`config.mk`:
```
export PLATFORM = sky130hd
export DESIGN_NAME = cse_mac
export DESIGN_NICKNAME = d
export VERILOG_FILES = /design/src/hw/rtl/cse_pkg.sv /design/src/hw/rtl/cse_mac.sv
export SDC_FILE = /design/constraint.sdc
export NUM_CORES = 2
export LEC_CHECK = 0
export ABC_AREA = 0
export CAP_MARGIN = 20
export CORE_UTILIZATION = 35
export DETAILED_ROUTE_END_ITERATION = 7
export DONT_BUFFER_PORTS = 1
export GPL_ROUTABILITY_DRIVEN = 0
export PLACE_DENSITY = 0.53
export SLEW_MARGIN = 15
export SYNTH_ARGS = -nofsm -noshare
export SYNTH_HDL_FRONTEND = slang
export SYNTH_SLANG_ARGS = --single-unit
```
`constraint.sdc`:
```
create_clock -name clk -period 7.7 [get_ports clk]
set_clock_uncertainty 0.15 [all_clocks]
set_input_delay 0.385 -clock clk [delete_from_list [all_inputs] [get_ports clk]]
set_output_delay 0.385 -clock clk [all_outputs]
set_load 0.005 [all_outputs]
```
`src/hw/rtl/cse_pkg.sv`:
```
// Shared types, constants and rounding helpers for the Chebyshev series evaluator.
`default_nettype none

package cse_pkg;

  // Default sizes of the coefficient store, term tables and components.
  localparam int unsigned COEF_DEPTH_DEF = 1024;
  localparam int unsigned MAX_TERMS_DEF  = 32;
  localparam int unsigned MAX_COMP_DEF   = 3;

  // Datapath widths.
  localparam int unsigned OP_W   = 33;
  localparam int unsigned PROD_W = 2 * OP_W;
  localparam int unsigned ACC_W  = 128;
  localparam int unsigned CFG_IDX_W = 3;

  // Register indexes on the configuration port.
  localparam logic [CFG_IDX_W-1:0] REG_NUM_TERMS   = 3'd0;
  localparam logic [CFG_IDX_W-1:0] REG_NUM_COMP    = 3'd1;
  localparam logic [CFG_IDX_W-1:0] REG_NUM_SUBINT  = 3'd2;
  localparam logic [CFG_IDX_W-1:0] REG_WANT_VEL    = 3'd3;
  localparam logic [CFG_IDX_W-1:0] REG_VEL_SCALE   = 3'd4;

  // Request kinds.
  localparam logic ACT_LOAD = 1'b0;
  localparam logic ACT_EVAL = 1'b1;

  typedef struct packed {
    logic               action;
    logic [9:0]         coef_index;
    logic signed [63:0] coef_value;
    logic [32:0]        time_fraction;
  } in_req_t;

  typedef struct packed {
    logic [1:0]         component;
    logic signed [63:0] position;
    logic signed [63:0] velocity;
    logic               last;
  } out_res_t;

  // Effective configuration handed to the sequencer (term count goes separately).
  typedef struct packed {
    logic [1:0]         num_comp;
    logic [4:0]         num_subint;
    logic               want_vel;
    logic signed [63:0] vel_scale;
  } cse_cfg_t;

  typedef enum logic {
    ACC_POS = 1'b0,
    ACC_VEL = 1'b1
  } acc_sel_t;

  typedef enum logic [1:0] {
    SH_0  = 2'd0,
    SH_32 = 2'd1,
    SH_64 = 2'd2
  } sh_t;

  // One partial product request to the multiply-accumulate unit.
  typedef struct packed {
    logic                    issue;
    acc_sel_t                dst;
    sh_t                     sh;
    logic                    clr_pos;
    logic                    clr_vel;
    logic signed [OP_W-1:0]  a;
    logic signed [OP_W-1:0]  b;
  } mac_cmd_t;

  typedef enum logic [3:0] {
    ST_IDLE,
    ST_SETUP,
    ST_BASE,
    ST_INIT0,
    ST_INIT1,
    ST_REC,
    ST_MREAD,
    ST_MMUL,
    ST_MDRAIN,
    ST_VLATCH,
    ST_VMUL,
    ST_VDRAIN,
    ST_FINISH
  } state_t;

  // Round x / 2^n half toward plus infinity and saturate to 64 bits signed.
  function automatic logic signed [63:0] round_sat(input logic signed [ACC_W-1:0] x,
                                                   input int unsigned n);
    logic signed [ACC_W-1:0] y;
    logic signed [ACC_W-1:0] smax;
    logic signed [ACC_W-1:0] smin;
    smax = ACC_W'(64'h7FFF_FFFF_FFFF_FFFF);
    smin = -smax - ACC_W'(1);
    y = x + signed'(ACC_W'(1) << (n - 1));
    y = y >>> n;
    if (y > smax) begin
      round_sat = 64'h7FFF_FFFF_FFFF_FFFF;
    end else if (y < smin) begin
      round_sat = 64'h8000_0000_0000_0000;
    end else begin
      round_sat = y[63:0];
    end
  endfunction

endpackage

`default_nettype wire

```
`src/hw/rtl/cse_mac.sv`:
```
// Shared 33x33 signed multiplier with two wide accumulators for the evaluator.
`default_nettype none

module cse_mac (
  input  wire logic                               clk,
  input  wire logic                               rst_n,
  input  wire cse_pkg::mac_cmd_t                  cmd,
  output logic signed [cse_pkg::ACC_W-1:0]        acc_pos,
  output logic signed [cse_pkg::ACC_W-1:0]        acc_vel
);
  import cse_pkg::*;

  logic signed [OP_W-1:0]   a_s;
  logic signed [OP_W-1:0]   b_s;
  logic signed [PROD_W-1:0] prod_nxt;
  logic signed [PROD_W-1:0] prod_r;
  logic                     pvld_r;
  acc_sel_t                 pdst_r;
  sh_t                      psh_r;
  logic signed [ACC_W-1:0]  addend;
  logic signed [ACC_W-1:0]  acc_pos_r;
  logic signed [ACC_W-1:0]  acc_vel_r;

  // Multiply stage, registered before accumulation.
  assign a_s      = cmd.a;
  assign b_s      = cmd.b;
  assign prod_nxt = a_s * b_s;

  always_ff @(posedge clk) begin
    prod_r <= prod_nxt;
    pdst_r <= cmd.dst;
    psh_r  <= cmd.sh;
    if (!rst_n) begin
      pvld_r <= 1'b0;
    end else begin
      pvld_r <= cmd.issue;
    end
  end

  // Align the partial product to its weight.
  always_comb begin
    case (psh_r)
      SH_0:    addend = ACC_W'(prod_r);
      SH_32:   addend = ACC_W'(prod_r) <<< 32;
      SH_64:   addend = ACC_W'(prod_r) <<< 64;
      default: addend = '0;
    endcase
  end

  // Accumulate; clears come only when no product is in flight.
  always_ff @(posedge clk) begin
    if (cmd.clr_pos) begin
      acc_pos_r <= '0;
    end else if (pvld_r && pdst_r == ACC_POS) begin
      acc_pos_r <= acc_pos_r + addend;
    end
    if (cmd.clr_vel) begin
      acc_vel_r <= '0;
    end else if (pvld_r && pdst_r == ACC_VEL) begin
      acc_vel_r <= acc_vel_r + addend;
    end
  end

  assign acc_pos = acc_pos_r;
  assign acc_vel = acc_vel_r;

endmodule

`default_nettype wire

```
==> After elaboration in Yosys (flattened, before gate mapping) <==
Index checks and enable logic that the tools add are counted.
{ "classes": {"add_sub_neg": 2, "multipliers": 1, "eq_ne": 2, "muxes": 1, "bitwise_logic": 1, "reduce_logical": 3} }
{ "op_table": {"columns": ["cell", "n"], "rows": [
  ["one-hot mux 128 bit (3 select lines)", 1],
  ["adder 128 bit", 2],
  ["multiplier 33 x 33 -> 66 bit", 1],
  ["equality test 2 x 1 -> 1 bit, second input constant", 1],
  ["equality test 2 bit, second input constant", 1],
  ["logical AND 1 bit", 2],
  ["zero test 2 bit", 1],
  ["inverter 1 bit", 1]
]} }
{ "word_totals": {"regBits": 326, "in_bits": 74, "output_inout_bits": 256, "elab_cells": 16} }

==> Depth between registers and ports, before layout <==
{ "logic_depth": {"ltp_word": 3, "depth_mapped": 33, "mapped_depth_nobuf": 32} }

==> Least setup slack after synthesis <==
OpenSTA, ideal clock, no wires.
{ "synth_path": {"kind": "input -> register", "startpoint": "input port cmd[65] (netlist bit)", "endpoint": "register prod_r[63]", "setup_ps": 72, "arrival_ps": 7931, "required_ps": 7478, "slack_ps": -453, "path_stages": 32, "path_buffers": 1, "path_cell_list": "clkbuf_1 > nand2_1 > inv_1 > fa_1 > inv_1 > fa_1 > inv_1 > fa_1 > inv_1 > fa_1 > inv_1 > fa_1 > fa_1 > fa_1 > inv_1 > fa_1 > inv_1 > ha_1 > a21o_1 > a21oi_1 > nor2b_1 > a221oi_1 > and3_1 > o41a_1 > o211ai_1 > a221o_1 > a31oi_2 > o21ai_2 > a31oi_4 > nor2_2 > o41ai_2 > xnor2_1"} }
{ "synth_via": {"elab_chain_cells": 1} }
{ "synth_lines": {"columns": ["item", "line_no", "source"], "rows": [
  ["from (decl)", "cse_mac.sv:7", "input wire cse_pkg::mac_cmd_t cmd,"],
  ["multiplier 33 x 33 -> 66 bit", "cse_mac.sv:27", "assign prod_nxt = a_s * b_s;"],
  ["named net prod_nxt[63]", "cse_mac.sv:15", "logic signed [PROD_W-1:0] prod_nxt;"],
  ["to (signal assigned)", "cse_mac.sv:30", "prod_r <= prod_nxt;"],
  ["to (decl)", "cse_mac.sv:16", "logic signed [PROD_W-1:0] prod_r;"]
]} }
The timed path passes the listed nets, and every way through them passes these cells.
A chain may end at the register's enable or synchronous reset.

==> Final worst setup path <==
{ "layout_path": {"startpoint": "input port cmd[58] (netlist bit)", "endpoint": "register prod_r[63]"} }
The elaborated chain is that of the path after synthesis.

==> metrics.md <==
| Metric | Value |
|---|---|
| Hold Path Origin | `cmd[67]` |
| Fin. max-slew vios | `0` |
| CTS tree | `built` |
| Initial Utilization | `35.24%` |
| Avg Inst Size Synth | `8.323 um^2` |
| Die Wd | `434.1 um` |
| Critical Setup Path Class | `primary input to flop` |
| Post-detail-place hpwl | `186900 um` |
| CP endpoint kind | `flop` |
| Slew headroom | `26.18%` |
| Routed Antenna Nets | `0` |
| Status | `finished clean` |
| Reg2reg path depth | `19` |
| Unrepaired setup endpoints after global routing | `yes` |
| Synth top area share | `35.14%` |
| Crit. Startpoint | `cmd[58]` |
| Vias per inst | `5.284` |
| Synthesized flop and latch total | `326` |
| Max FO, Critical Path | `33` |
| Ys async rst share | `0%` |
| Area Overhead vs Synth | `6.679%` |
| Port bufs | `0` |
| Final min period | `7.634 ns` |
| Register area share after synthesis | `9.988%` |
| Iter 0 DRT Violations | `3975` |
| Most frequent cell after synthesis | `inv_1` |
| Data required time of the worst path | `8.03 ns` |
| Pin count of the biggest net entering global routing | `105` |
| Non-Filler Instances | `10.15k` |
| GR Util All Layers | `24.17%` |
| Root buffer cell | `clkbuf_16` |
| First-pass GRT wire length | `346300 um` |
| # H-tree levels | `2` |
| Rows | `158` |
| CP max-delay cell | `fa_1` |
| Post-synth top cells | `inv_1 (1222), nand2_1 (1156), fa_1 (1147)` |
| YS warnings | `0` |
| Crit-path leading delay family | `adder cells` |
| Num CTS Buffers | `38` |
| Crit. path cell count | `30` |
| Fin. Hold Viols | `0` |
| Layout cells sized above 1 | `4.215%` |
| Worst stage delay on the critical path | `0.56 ns` |
| Die height | `434.1 um` |
| GR Overflow Total | `0` |
| Top cells by area, synth | `fa_1 (35%), dfxtp_1 (10%), ha_1 (9.0%), inv_1 (7.0%), nand2_1 (6.6%)` |
| Vias in the first global route | `54.30k` |
| Fmax | `131.0 MHz` |
| Post-synth cell types | `82` |
| Crit path DAT | `7.97 ns` |
| Cell area after synthesis | `65340 um^2` |
| Clock slew seen by the registers of the worst setup and hold paths | `0.06 ns` |
| Sink Count | `326` |
| WL final | `229200 um` |
| CP startpoint kind | `primary input` |
| Hold WS | `0.01728 ns` |
| Drt wl/cell | `22.59 um` |
| Buf+Inv Stages, Crit Path | `7` |
| Number of synthesized flops with an enable pin | `0` |
| Worst hold path class | `primary input to flop` |
| MaxCap Viol Count | `0` |
| Synth area leader | `fa_1` |
| Clock buffer depth | `3` |
| Most frequent CP cell | `fa_1` |
| Endpoints failing setup | `0` |
| R2r startpoint | `psh_r[1]$_DFF_P_` |
| I/O pin count | `330` |
| Via count | `53.61k` |
| Core Footprint | `185400 um^2` |
| Placed cells | `10.06k` |
| Post-Syn Nets | `9543` |
| Hold depth | `2` |
| Drt first pass iters | `6` |
| Initial antenna violation count | `4` |
| Remaining DRCs | `0` |
| Period utilization | `99.14%` |
| Synthesized instance count | `7851` |
| Nets@finish | `9328` |
| Worst-margin pin slew | `1.096 ns` |
| Most used DFF post-synth | `dfxtp_1` |
| DIE AREA | `188400 um^2` |
| Clock latency on the worst-skew pair | `0.62 ns` |
## per-stage QoR
step                      cell area, um^2  setup WS, ns  utilization (%)  TNS [ns]
after floorplan                     65410      -0.02794                -  -0.02794
after global placement              68140       -0.5881            36.75    -5.369
after detailed placement            68140       -0.5422            36.75    -5.254
after CTS                           69560       0.09478            37.51         0
after global routing                69700       -0.1141            37.59   -0.1635
final                               69700       0.06613            37.59         0
## area by class of cell
| type | instances | area (um^2) |
|---|---|---|
| Sequential cell | 326 | 6529 |
| Fill cell | 19238 | 115700 |
| Antenna cell | 2 | 5.005 |
| Inverter | 1223 | 4591 |
| Clock inverter | 21 | 257.7 |
| Multi-Input combinational cell | 5870 | 52810 |
| Clock buffer | 47 | 1015 |
| Timing Repair Buffer | 177 | 1399 |
| Tap cell | 2480 | 3103 |
## placed cells by master, fill, tap and decap left out, drive strengths merged, types with 7 or more instances in the layout
master / netlist / final
nor4: 11 / 11
a221o: 7 / 7
a31oi: 37 / 37
nand2: 1156 / 1156
buf: 26 / 168
nand4: 114 / 114
ha: 471 / 471
nor2b: 41 / 41
a21boi: 19 / 19
a211oi: 34 / 34
xnor2: 215 / 215
a21o: 245 / 245
clkbuf: 406 / 47
o31ai: 23 / 23
fa: 1147 / 1147
nor2: 265 / 265
a221oi: 11 / 11
o21ai: 310 / 310
or2: 11 / 11
and2: 604 / 604
nand3: 59 / 59
mux2i: 32 / 32
clkinv: 1 / 11
o21bai: 71 / 71
a211o: 8 / 8
and3: 29 / 29
o211ai: 11 / 11
xor2: 99 / 99
nor3: 42 / 42
and4: 15 / 15
a21oi: 604 / 604
nand2b: 38 / 38
inv: 1222 / 1229
or3: 15 / 15
dfxtp: 326 / 326
o31a: 8 / 8
o21a: 29 / 29
dlygate4sd3: 0 / 9
## cell families after synthesis
kind of cell               Yosys count  share of synthesized area [%]
buffers and inverters             1655                          9.515
xor gates and xnor gates           314                          4.209
muxes                               32                         0.4902
AOI/OAI and AO/OA                 1491                          14.05
and+or+nand+nor                   2415                          17.58
adders and majority gates         1618                          44.16
DFF                                326                          9.988
## per-layer routing
layer	track usage, %	part of all wire (%)
met5	0	0.0031
met4	8.866	4.3
met3	4.506	7.8
met2	38.16	44
met1	32.82	44
## sequential cells by signal, summed over array words and instances, names as in the netlist
name	cells
acc_pos	128
acc_vel	128
prod_r	66
psh_r	2
pdst_r	1
pvld_r	1
## what timing repair did
item                       CTS  global route
hold buffers                11             0
setup endpoints to repair    0             6
resized for setup            0            36
hold endpoints to repair   214             0
setup buffers                0             3
## final timing paths
path                                    end  slack, ns
setup reg to reg  acc_pos[127]$_SDFFE_PP0P_       1.48
hold reg to reg    acc_vel[48]$_SDFFE_PP0P_       0.35
hold / removal      acc_pos[5]$_SDFFE_PP0P_       0.02
setup / recovery         prod_r[63]$_DFF_P_       0.07
Power is not shown: default switching activity piles up to over one toggle a cycle in this logic, so the estimate is an artifact.
